`config.mk`:
```
export PLATFORM = sky130hd
export DESIGN_NAME = url_percent_decoder
export DESIGN_NICKNAME = d
export VERILOG_FILES = /design/src/urlpd_pkg.sv /design/src/urlpd_front.sv /design/src/urlpd_queue.sv /design/src/urlpd_back.sv /design/src/url_percent_decoder.sv
export VERILOG_INCLUDE_DIRS = /design/src /design/src/src
export SDC_FILE = /design/constraint.sdc
export NUM_CORES = 1
export LEC_CHECK = 0
export ABC_CLOCK_PERIOD_IN_PS = 8500
export BUFFER_PORTS_ARGS = -buffer_cell sky130_fd_sc_hd__buf_2
export CORE_ASPECT_RATIO = 0.9
export CORE_UTILIZATION = 40
export CTS_CLUSTER_SIZE = 25
export DETAILED_ROUTE_END_ITERATION = 8
export GPL_TIMING_DRIVEN = 0
export RECOVER_POWER = 50
export SLEW_MARGIN = 5
export SYNTH_ARGS = -nofsm -noshare
export SYNTH_HDL_FRONTEND = slang
export SYNTH_SLANG_ARGS = --single-unit
export TNS_END_PERCENT = 20
```
`constraint.sdc`:
```
create_clock -name clk -period 8.5 [get_ports clk]
set_clock_uncertainty 0.15 [all_clocks]
set_input_delay 0.85 -clock clk [delete_from_list [all_inputs] [get_ports clk]]
set_output_delay 0.85 -clock clk [all_outputs]
set_load 0.03 [all_outputs]
```
`src/url_percent_decoder_macros.svh`:
```
// Assertion helpers shared by the decoder modules.
`ifndef URL_PERCENT_DECODER_MACROS_SVH
`define URL_PERCENT_DECODER_MACROS_SVH

`ifndef NO_ASSERTIONS

// Same-cycle implication, disabled during reset.
`define URLPD_ASSERT_IMP(lbl, clk, rstn, ante, cons, msg) \
	lbl: assert property (@(posedge clk) disable iff (!(rstn)) (ante) |-> (cons)) \
		else $error(msg);

// Next-cycle implication, disabled during reset.
`define URLPD_ASSERT_NXT(lbl, clk, rstn, ante, cons, msg) \
	lbl: assert property (@(posedge clk) disable iff (!(rstn)) (ante) |=> (cons)) \
		else $error(msg);

`else

`define URLPD_ASSERT_IMP(lbl, clk, rstn, ante, cons, msg)
`define URLPD_ASSERT_NXT(lbl, clk, rstn, ante, cons, msg)

`endif

`endif

```
`src/urlpd_pkg.sv`:
```
package urlpd_pkg;

	typedef logic [7:0] octet_t;

	localparam octet_t PCT_CHAR = 8'h25;

	localparam int QDEPTH = 2;
	localparam int QAW    = $clog2(QDEPTH);
	localparam int QCW    = $clog2(QDEPTH + 1);

	typedef enum logic [1:0] {
		PH_IDLE,
		PH_PCT,
		PH_DIGIT
	} phase_t;

	// Up to three output bytes produced by one input transaction.
	typedef struct packed {
		octet_t [2:0] bytes;
		logic   [1:0] cnt;
		logic         last;
	} job_t;

	function automatic logic is_hex(octet_t c);
		return (c >= 8'h30 && c <= 8'h39) ||
		       (c >= 8'h41 && c <= 8'h46) ||
		       (c >= 8'h61 && c <= 8'h66);
	endfunction

	function automatic logic [3:0] hex_nib(octet_t c);
		octet_t d;
		if (c >= 8'h30 && c <= 8'h39) begin
			d = c - 8'h30;
		end else if (c >= 8'h41 && c <= 8'h46) begin
			d = c - 8'h37;
		end else if (c >= 8'h61 && c <= 8'h66) begin
			d = c - 8'h57;
		end else begin
			d = '0;
		end
		return d[3:0];
	endfunction

endpackage

```
`src/urlpd_front.sv`:
```
`include "url_percent_decoder_macros.svh"

module urlpd_front (
	input  logic              clk,
	input  logic              arst_n,
	input  logic              in_valid,
	output logic              in_stall,
	input  logic [7:0]        in_byte,
	input  logic              in_last,
	input  logic              q_full,
	output logic              q_wr,
	output urlpd_pkg::job_t   q_job
);

	urlpd_pkg::phase_t phase_q, phase_nxt;
	urlpd_pkg::octet_t held_q;
	logic              held_ld;
	logic              acc;
	logic              fresh_emit;
	urlpd_pkg::phase_t fresh_nxt;

	assign in_stall = q_full;
	assign acc      = in_valid && !q_full;
	assign q_wr     = acc && (q_job.cnt != 2'd0);

	// A fresh '%' opens an escape unless the path ends here.
	assign fresh_emit = (in_byte != urlpd_pkg::PCT_CHAR) || in_last;
	assign fresh_nxt  = fresh_emit ? urlpd_pkg::PH_IDLE : urlpd_pkg::PH_PCT;

	always_comb begin
		q_job      = '0;
		q_job.last = in_last;
		phase_nxt  = fresh_nxt;
		held_ld    = 1'b0;
		case (phase_q)
			urlpd_pkg::PH_PCT: begin
				q_job.bytes[0] = urlpd_pkg::PCT_CHAR;
				q_job.bytes[1] = in_byte;
				if (urlpd_pkg::is_hex(in_byte)) begin
					q_job.cnt = in_last ? 2'd2 : 2'd0;
					phase_nxt = in_last ? urlpd_pkg::PH_IDLE : urlpd_pkg::PH_DIGIT;
					held_ld   = 1'b1;
				end else begin
					q_job.cnt = fresh_emit ? 2'd2 : 2'd1;
				end
			end
			urlpd_pkg::PH_DIGIT: begin
				if (urlpd_pkg::is_hex(in_byte)) begin
					q_job.bytes[0] = {urlpd_pkg::hex_nib(held_q), urlpd_pkg::hex_nib(in_byte)};
					q_job.cnt      = 2'd1;
					phase_nxt      = urlpd_pkg::PH_IDLE;
				end else begin
					q_job.bytes[0] = urlpd_pkg::PCT_CHAR;
					q_job.bytes[1] = held_q;
					q_job.bytes[2] = in_byte;
					q_job.cnt      = fresh_emit ? 2'd3 : 2'd2;
				end
			end
			default: begin
				q_job.bytes[0] = in_byte;
				q_job.cnt      = fresh_emit ? 2'd1 : 2'd0;
			end
		endcase
	end

	always_ff @(posedge clk or negedge arst_n) begin
		if (!arst_n) begin
			phase_q <= urlpd_pkg::PH_IDLE;
		end else if (acc) begin
			phase_q <= phase_nxt;
		end
	end

	always_ff @(posedge clk) begin
		if (acc && held_ld) begin
			held_q <= in_byte;
		end
	end

	`URLPD_ASSERT_NXT(a_last_closes_escape, clk, arst_n, acc && in_last, phase_q == urlpd_pkg::PH_IDLE, "escape still open after end of path")
	`URLPD_ASSERT_IMP(a_last_emits, clk, arst_n, acc && in_last, q_wr, "end of path produced no output")

endmodule

```
`src/urlpd_queue.sv`:
```
`include "url_percent_decoder_macros.svh"

module urlpd_queue (
	input  logic             clk,
	input  logic             arst_n,
	input  logic             wr,
	input  urlpd_pkg::job_t  wr_job,
	output logic             full,
	input  logic             pop,
	output logic             rd_valid,
	output urlpd_pkg::job_t  rd_job
);

	urlpd_pkg::job_t                 mem [urlpd_pkg::QDEPTH];
	logic [urlpd_pkg::QAW-1:0]       wptr_q, rptr_q;
	logic [urlpd_pkg::QCW-1:0]       cnt_q;

	function automatic logic [urlpd_pkg::QAW-1:0] ptr_inc(logic [urlpd_pkg::QAW-1:0] p);
		return (p == urlpd_pkg::QAW'(urlpd_pkg::QDEPTH - 1)) ? '0 : p + 1'b1;
	endfunction

	assign full     = (cnt_q == urlpd_pkg::QCW'(urlpd_pkg::QDEPTH));
	assign rd_valid = (cnt_q != '0);
	assign rd_job   = mem[rptr_q];

	always_ff @(posedge clk) begin
		if (wr) begin
			mem[wptr_q] <= wr_job;
		end
	end

	always_ff @(posedge clk or negedge arst_n) begin
		if (!arst_n) begin
			wptr_q <= '0;
			rptr_q <= '0;
			cnt_q  <= '0;
		end else begin
			if (wr) begin
				wptr_q <= ptr_inc(wptr_q);
			end
			if (pop) begin
				rptr_q <= ptr_inc(rptr_q);
			end
			if (wr && !pop) begin
				cnt_q <= cnt_q + urlpd_pkg::QCW'(1);
			end else if (pop && !wr) begin
				cnt_q <= cnt_q - urlpd_pkg::QCW'(1);
			end
		end
	end

	`URLPD_ASSERT_IMP(a_no_overflow, clk, arst_n, wr, !full, "queue written while full")
	`URLPD_ASSERT_IMP(a_no_underflow, clk, arst_n, pop, rd_valid, "queue popped while empty")

endmodule

```
`src/urlpd_back.sv`:
```
`include "url_percent_decoder_macros.svh"

module urlpd_back (
	input  logic             clk,
	input  logic             arst_n,
	input  logic             head_valid,
	input  urlpd_pkg::job_t  head,
	output logic             pop,
	output logic             out_valid,
	input  logic             out_stall,
	output logic [7:0]       out_byte,
	output logic             out_last
);

	logic [1:0]        idx_q;
	logic              out_valid_q;
	urlpd_pkg::octet_t out_byte_q;
	logic              out_last_q;
	logic              load;
	logic              final_byte;

	assign load       = head_valid && (!out_valid_q || !out_stall);
	assign final_byte = (idx_q == head.cnt - 2'd1);
	assign pop        = load && final_byte;

	assign out_valid = out_valid_q;
	assign out_byte  = out_byte_q;
	assign out_last  = out_last_q;

	always_ff @(posedge clk or negedge arst_n) begin
		if (!arst_n) begin
			out_valid_q <= 1'b0;
			idx_q       <= '0;
		end else begin
			if (load) begin
				out_valid_q <= 1'b1;
				idx_q       <= final_byte ? 2'd0 : idx_q + 2'd1;
			end else if (!out_stall) begin
				out_valid_q <= 1'b0;
			end
		end
	end

	always_ff @(posedge clk) begin
		if (load) begin
			out_byte_q <= head.bytes[idx_q];
			out_last_q <= head.last && final_byte;
		end
	end

	`URLPD_ASSERT_IMP(a_idx_in_job, clk, arst_n, head_valid, (head.cnt != 2'd0) && (idx_q < head.cnt), "byte index outside queued job")

endmodule

```
`src/url_percent_decoder.sv`:
```
// An accepted input's job is written into the job queue; the serializer then registers its first output byte.
// Throughput: one input per cycle while each byte decodes to at most one output
// and out_stall is low; output runs at one byte per cycle when not stalled, an input
// giving two or three bytes holds the serializer; a 2-entry job queue absorbs bursts.
// Reset (arst_n low, asynchronous): escape state idle, queue empty, no output valid.
module url_percent_decoder (
	input  logic       clk,
	input  logic       arst_n,
	input  logic       in_valid,
	output logic       in_stall,
	input  logic [7:0] in_byte,
	input  logic       in_last,
	output logic       out_valid,
	input  logic       out_stall,
	output logic [7:0] out_byte,
	output logic       out_last
);

	logic            q_wr;
	logic            q_full;
	logic            q_pop;
	logic            q_valid;
	urlpd_pkg::job_t wr_job;
	urlpd_pkg::job_t head_job;

	urlpd_front u_front (
		.clk      (clk),
		.arst_n   (arst_n),
		.in_valid (in_valid),
		.in_stall (in_stall),
		.in_byte  (in_byte),
		.in_last  (in_last),
		.q_full   (q_full),
		.q_wr     (q_wr),
		.q_job    (wr_job)
	);

	urlpd_queue u_queue (
		.clk      (clk),
		.arst_n   (arst_n),
		.wr       (q_wr),
		.wr_job   (wr_job),
		.full     (q_full),
		.pop      (q_pop),
		.rd_valid (q_valid),
		.rd_job   (head_job)
	);

	urlpd_back u_back (
		.clk        (clk),
		.arst_n     (arst_n),
		.head_valid (q_valid),
		.head       (head_job),
		.pop        (q_pop),
		.out_valid  (out_valid),
		.out_stall  (out_stall),
		.out_byte   (out_byte),
		.out_last   (out_last)
	);

endmodule

```
==> impl_metrics.yaml, run 1 <==
outcome:
  status: "completed"
critical_path:
  cp.arrival_ns: 3.73
  critPathCaptureType: "flip-flop"
  path_max_fanout: 14
  start_kind: "primary input"
  worstPathCellList: "clkbuf_1 > inv_1 > ha_1 > o21ba_2 > o21ai_0 > o41ai_1 > o21ba_2 > o21ai_2 > and2_1 > buf_8"
  cpPeakStageDelay_ns: 0.60
  r2r_start: "u_queue.rptr_q$_DFFE_PN0P_"
  cpMaxStageDelayCell: "and2_1"
  crit_required_ns: 8.40
  critical_path.most_common_cell: "o21ba_2"
  critPathKind: "primary input to flip-flop"
  critPathLaunch: "in_byte[1]"
  r2r_end: "u_queue.cnt_q[1]$_DFFE_PN0P_"
  ff2ff_path_depth: 9
  endpoint: "u_queue.mem[1][16]$_DFFE_PP_"
  r2r_setup_slack_ns: 5.66
clock_network:
  cts_setup_buffers: 0
  cts_tree: "yes"
  cts_max_path_buffers: 2
  clkSinkCount: 80
  cts.htree.levels: 3
  ctsResizeCount: 0
  path_clk_slew_ns: 0.09
  cts_buffers: 9
  holdBufCountCts: 0
  clock_latency_ns: 0.35
  cts_root_buf: "clkbuf_8"
die:
  die-area_um2: 9950
  fp.coreArea_um2: 9210
  num_rows: 33
  start_util_pct: 41.5
  die_x_um: 105
  dieHeight_um: 94.7
  ios: 24
timing:
  finalHoldViolCount: 0
  grt_setup_unrepaired: "false"
  max_freq_ghz: 0.261
  period_needed_ns: 3.83
  worst_pin_slew_ns: 1.16
  worst_hold_slack_ns: 0.288
  fin_crit_sh_pct: 45.0
  fin_tns_setup_ns: 0
  maxSlewHeadroom_pct: 22.7
  setup_viol: 0
  maxSlewViolCount: 0
placed_design:
  io_buffer_count: 23
  dpl.hpwl_mm: 5.20
  gp_congestion: 0.894
  placed_cells: 435
  placed_cell_area_um2: 4100
drt:
  routed_wl_mm: 7.47
  ant_nets: 0
  drtPass1Iterations: 4
  drtIter0Drc: 139
  vias: 2316
  detail_route.wl_per_cell_um: 16.5
  vias_per_cell: 5.12
  drc: 0
synth:
  yosys.area_share.simple_pct: 11.1
  synth-edff-count: 71
  synth_async_sr_flop_share_pct: 11.3
  synth-adder-area-share_pct: 3.60
  synthFlopType: "edfxtp_1"
  yosys.area.top_type: "edfxtp_1"
  synth_xor_area_share_pct: 1.60
  synth.top_cell.area_share_pct: 55.8
  synth_nets: 314
  ys_types: 49
  seq_area_frac_synth_pct: 61.7
  synth_mux_area_share_pct: 8.38
  synth_top_family_by_area: "simple AND/OR/NAND/NOR gates"
  syn_area_um2: 3820
  netlist_top_cells_area: "edfxtp_1 (56%), dfrtp_1 (5.9%), mux4_2 (4.7%)"
  avgSynthCellArea_um2: 13.2
  synth_compound_area_share_pct: 10.3
  ys.warnings.count: 0
  ys_ff_latch: 80
  syn_inst: 290
global_routing:
  grt_overflow: 0
  grt_first_pass_wirelength_mm: 11.9
  antenna_found_initial: 0
  gr-usage-all-layers_pct: 16.3
  grt_pass1_vias: 2234
  grt_max_degree: 28
run:
  drv_cap: 0
final_layout:
  final_common_cell: "edfxtp_1"
  antennaDiodeCount: 0
  final_nets: 349
  drive_gt1_share_pct: 11.5
  layout_common_cells: "edfxtp_1 (71), nand2_1 (34), clkbuf_1 (28)"
  instances_no_fill: 452
  fillers: 872
  design_area_um2: 4240
  area_delta_synth_final_pct: 10.9
pwr:
  max-vdd-ir-drop_v: 0.000121
  leakage_nw: 1.50
  totalPowerFinal_w: 0.00130
  p_per_area_nw_per_um2: 307
worst_hold_path:
  holdCritPathClass: "primary input to asynchronous set/reset pin"
## worst max-delay path, delay by kind of cell
| kind | cells | cell delay [ns] |
|---|---|---|
| AOI/OAI and AO/OA | 5 | 1.29 |
| adders and majority gates | 1 | 0.23 |
| buffers and inverters | 3 | 0.74 |
| and+or+nand+nor | 1 | 0.60 |
## worst min-delay path by stage
stage | slack [ns] | depth (start not counted) | endpoint
2_1_floorplan | 0.31 | 1 | u_queue.wptr_q$_DFFE_PN0P_
3_3_place_gp | 0.32 | 2 | u_back.out_valid$_DFFE_PN0P_
3_5_place_dp | 0.34 | 2 | u_back.out_valid$_DFFE_PN0P_
4_1_cts | 0.17 | 1 | u_front.phase_q[0]$_DFFE_PN0P_
5_1_grt | 0.32 | 1 | u_queue.wptr_q$_DFFE_PN0P_
6_report | 0.29 | 1 | u_front.phase_q[0]$_DFFE_PN0P_
## kinds of logic (layout without fill, tap and decap cells)
kind of cell	after synthesis	after routing
xor gates and xnor gates	7	7
DFF	80	80
AOI/OAI and AO/OA	54	54
muxes	22	22
and+or+nand+nor	84	84
adders and majority gates	11	11
buffers and inverters	32	72
## layout make-up
type	instances	area [um^2]	share of cell area, %
buffer	12	50.0	1.18
tap	122	153	3.60
clock buffer	10	138	3.25
inverter	20	75.1	1.77
multi-input combinational	178	1310	30.9
clock inverter	6	51.3	1.21
timing repair buffer	24	105	2.48
sequential	80	2360	55.6
## stage by stage
stage | setup WS (ns) | utilization [%]
finish | 4.67 | 46.0
global route | 4.51 | 46.0
CTS | 4.70 | 46.5
detailed placement | 4.32 | 44.5
global placement | 3.34 | 44.4
floorplan | 4.49 | -
## Yosys cell counts (3+ instances only)
cell / instances
edfxtp_1: 71
nand2_1: 34
inv_1: 20
nor2_1: 19
mux2i_1: 14
a21oi_1: 13
ha_1: 11
o22ai_1: 10
dfrtp_1: 9
mux4_2: 8
clkbuf_1: 6
nand2b_1: 6
nor3b_1: 4
o21ai_0: 4
o21ai_2: 4
xor2_1: 4
a22o_1: 3
buf_2: 3
nand3_1: 3
nor3_1: 3
o21a_1: 3
xnor2_1: 3
## metal layers
| layer | vias up | routed length (um) | GRT usage, % |
|---|---|---|---|
| met5 | - | 0 | 0 |
| met4 | 0 | 23 | 4.23 |
| met3 | 2 | 281 | 4.97 |
| met2 | 46 | 3360 | 24.8 |
| met1 | 1127 | 3800 | 22.6 |
| li1 | 1141 | - | - |
## power breakdown
part | internal [W] | switching, W
logic | 0.000152 | 0.000259
clock network | 0.000118 | 0.000148
registers | 0.000585 | 0.0000387
total | 0.000855 | 0.000446
## flip-flops by register name, indices dropped and copies added (netlist names)
name and flops:
u_queue.mem 54, u_back.out_byte 8, u_front.held_q 8, u_back.idx_q 2, u_front.phase_q 2, u_queue.cnt_q 2
u_back.out_last 1, u_back.out_valid 1, u_queue.rptr_q 1, u_queue.wptr_q 1
(Power assumes the default switching activity.)
==> run 2: changes to the inputs <==
ABC_AREA = 1   (was default)
ABC_CLOCK_PERIOD_IN_PS = 3100   (was 8500)
clock period = 3.1 ns   (was 8.5 ns; I/O delays follow)
==> impl_metrics.yaml, run 2 <==
global_routing:
  gr-usage-all-layers_pct: 17.4
  antenna_found_initial: 0
  grt_pass1_vias: 2529
  grt_max_degree: 28
  grt_overflow: 0
  grt_first_pass_wirelength_mm: 13.2
final_layout:
  area_delta_synth_final_pct: 11.5
  drive_gt1_share_pct: 9.44
  final_nets: 432
  design_area_um2: 4340
  layout_common_cells: "edfxtp_1 (71), nor2_1 (60), nand2_1 (51)"
  antennaDiodeCount: 0
  final_common_cell: "edfxtp_1"
  largest_register_ffs: 54
  top_register: "u_queue.mem"
  multi_input_area_um2: 1290
  final-seq-area_um2: 2360
  fillers: 888
timing:
  setup_viol: 0
  maxSlewViolCount: 0
  maxSlewHeadroom_pct: 45.6
  grt_setup_unrepaired: "false"
  worst_pin_slew_ns: 0.813
  max_freq_ghz: 0.350
  period_needed_ns: 2.86
  finalHoldViolCount: 0
  fin_crit_sh_pct: 92.1
clock_network:
  cts.htree.levels: 3
  path_clk_slew_ns: 0.08
  clkSinkCount: 80
  cts_root_buf: "clkbuf_8"
  cts_setup_buffers: 0
  cts_max_path_buffers: 2
  cts_tree: "yes"
  clock_latency_ns: 0.36
  cts_buffers: 9
synth:
  synth_top_family_by_area: "simple AND/OR/NAND/NOR gates"
  synth-adder-area-share_pct: 3.54
  synth_xor_area_share_pct: 2.03
  yosys.area.top_type: "edfxtp_1"
  synth.top_cell.area_share_pct: 54.8
  synthTopCellsByCount: "edfxtp_1 (71), nor2_1 (60), nand2_1 (51)"
  ys.warnings.count: 0
  netlist_top_cells_area: "edfxtp_1 (55%), dfrtp_1 (5.8%), nor2_1 (5.8%)"
  ys_ff_latch: 80
  synth-edff-count: 71
  yosys.area_share.simple_pct: 16.6
  ys_types: 36
  synth_most_common_cell: "edfxtp_1"
  syn_inst: 372
  avgSynthCellArea_um2: 10.5
  synthFlopType: "edfxtp_1"
  seq_area_frac_synth_pct: 60.6
  synth_async_sr_flop_share_pct: 11.3
  syn_area_um2: 3890
  synth_mux_area_share_pct: 0.257
  synth_compound_area_share_pct: 10.8
  synth_nets: 396
drt:
  drtPass1Iterations: 5
  routed_wl_mm: 8.11
  vias_per_cell: 5.11
  drtIter0Drc: 122
  detail_route.wl_per_cell_um: 15.2
  drc: 0
  vias: 2732
  ant_nets: 0
worst_hold_path:
  holdCritPathClass: "primary input to flip-flop"
critical_path:
  cpMaxStageDelayCell: "nor2_4"
  path_max_fanout: 27
  crit_required_ns: 2.93
  start_kind: "primary input"
  worstPathCellList: "dlygate4sd3_1 > clkbuf_1 > buf_6 > nor2_4 > nand2_1 > nor2_1 > nor2_2 > a21oi_4 > nand4_4 > nand3_2 > nand2_2 > nor2_4"
  crit_family: "simple AND/OR/NAND/NOR gates"
  critical_path.most_common_cell: "nor2_4"
  cpPeakStageDelay_ns: 0.64
  critPathKind: "primary input to flip-flop"
  critPathCaptureType: "flip-flop"
  cp.arrival_ns: 2.68
  cp_num_buf_inv: 3
die:
  ios: 24
  die_x_um: 106
  fp.coreArea_um2: 9290
  start_util_pct: 41.9
  dieHeight_um: 95.5
  num_rows: 33
  die-area_um2: 10100
pwr:
  totalPowerFinal_w: 0.00342
  p_per_area_nw_per_um2: 789
  leakage_nw: 1.67
  max-vdd-ir-drop_v: 0.000322
placed_design:
  io_buffer_count: 23
  gp_congestion: 0.867
  dpl.hpwl_mm: 5.79
  placed_cell_area_um2: 4160
run:
  drv_cap: 0
outcome:
  status: "completed"
## run 2: layout make-up
cell class / instances / share of cell area [%]
Sequential cell: 80 / 54.4
Multi-Input combinational cell: 232 / 29.7
Inverter: 49 / 4.33
Tap cell: 122 / 3.52
Clock buffer: 10 / 3.17
Timing Repair Buffer: 25 / 2.51
Buffer: 11 / 1.24
Clock inverter: 6 / 1.15
## run 2: logic make-up after synthesis
kind of cell | Yosys count
AO/OA/AOI/OAI | 69
XOR/XNOR | 9
flip-flops | 80
multiplexers | 1
buffers and inverters | 60
adder cells (fa/ha/maj) | 11
AND/OR/NAND/NOR | 142
## run 2: timing repair
item	4_1_cts	5_1_grt
hold buffers	2	0
endpoints found under the hold margin	10	0
gates resized for setup	0	1
setup endpoints to repair	0	27
## run 2: path summary, 6_finish.rpt
path | slack (ns) | start | cells after the start | to
hold reg to reg | 0.32 | u_queue.wptr_q$_DFFE_PN0P_ | 2 | u_queue.wptr_q$_DFFE_PN0P_
setup reg to reg | 0.27 | u_front.phase_q[0]$_DFFE_PN0P_ | 9 | u_queue.mem[0][17]$_DFFE_PP_
min in group asynchronous | 0.29 | arst_n | 2 | u_back.idx_q[0]$_DFFE_PN0P_
max in group asynchronous | 2.11 | arst_n | 2 | u_front.phase_q[0]$_DFFE_PN0P_
hold / removal | 0.03 | out_stall | 3 | u_back.out_valid$_DFFE_PN0P_
setup / recovery | 0.24 | in_byte[3] | 12 | u_queue.mem[1][12]$_DFFE_PP_
## run 2: per-stage QoR
stage | setup WS (ns) | hold WS, ns | util (%) | instances | setup TNS, ns
after floorplan | 0.436 | -0.136 | - | 372 | 0
after global placement | -0.367 | 0.0212 | 44.8 | 517 | -12.64
after detailed placement | -0.0840 | 0.0319 | 44.8 | 517 | -2.23
after CTS | 0.0336 | 0.0147 | 47.1 | 535 | 0
after global routing | 0.0346 | 0.0125 | 46.7 | 535 | 0
final | 0.244 | 0.0274 | 46.7 | 535 | 0
## run 2: tightest hold or removal path: cells and delay by family
family	cells	cell delay [ns]
buf+inv	1	0.07
simple gates	2	0.11
## run 2: metal layers
layer,track usage [%],wire [um],up-vias,share of wire (%)
met3,4.51,387,6,4.8
met4,3.13,59,0,0.73
met1,23.8,3980,1301,49
met5,0,0,-,0
met2,28.2,3680,79,45
li1,-,-,1346,-
## run 2: where the power goes
part / total [W] / internal, W / switching [W] / leakage, nW
clock network: 0.000722 / 0.000322 / 0.000400 / 0.0899
registers: 0.00159 / 0.00151 / 0.0000708 / 0.777
logic: 0.00112 / 0.000300 / 0.000816 / 0.801
total: 0.00342 / 0.00214 / 0.00129 / 1.67
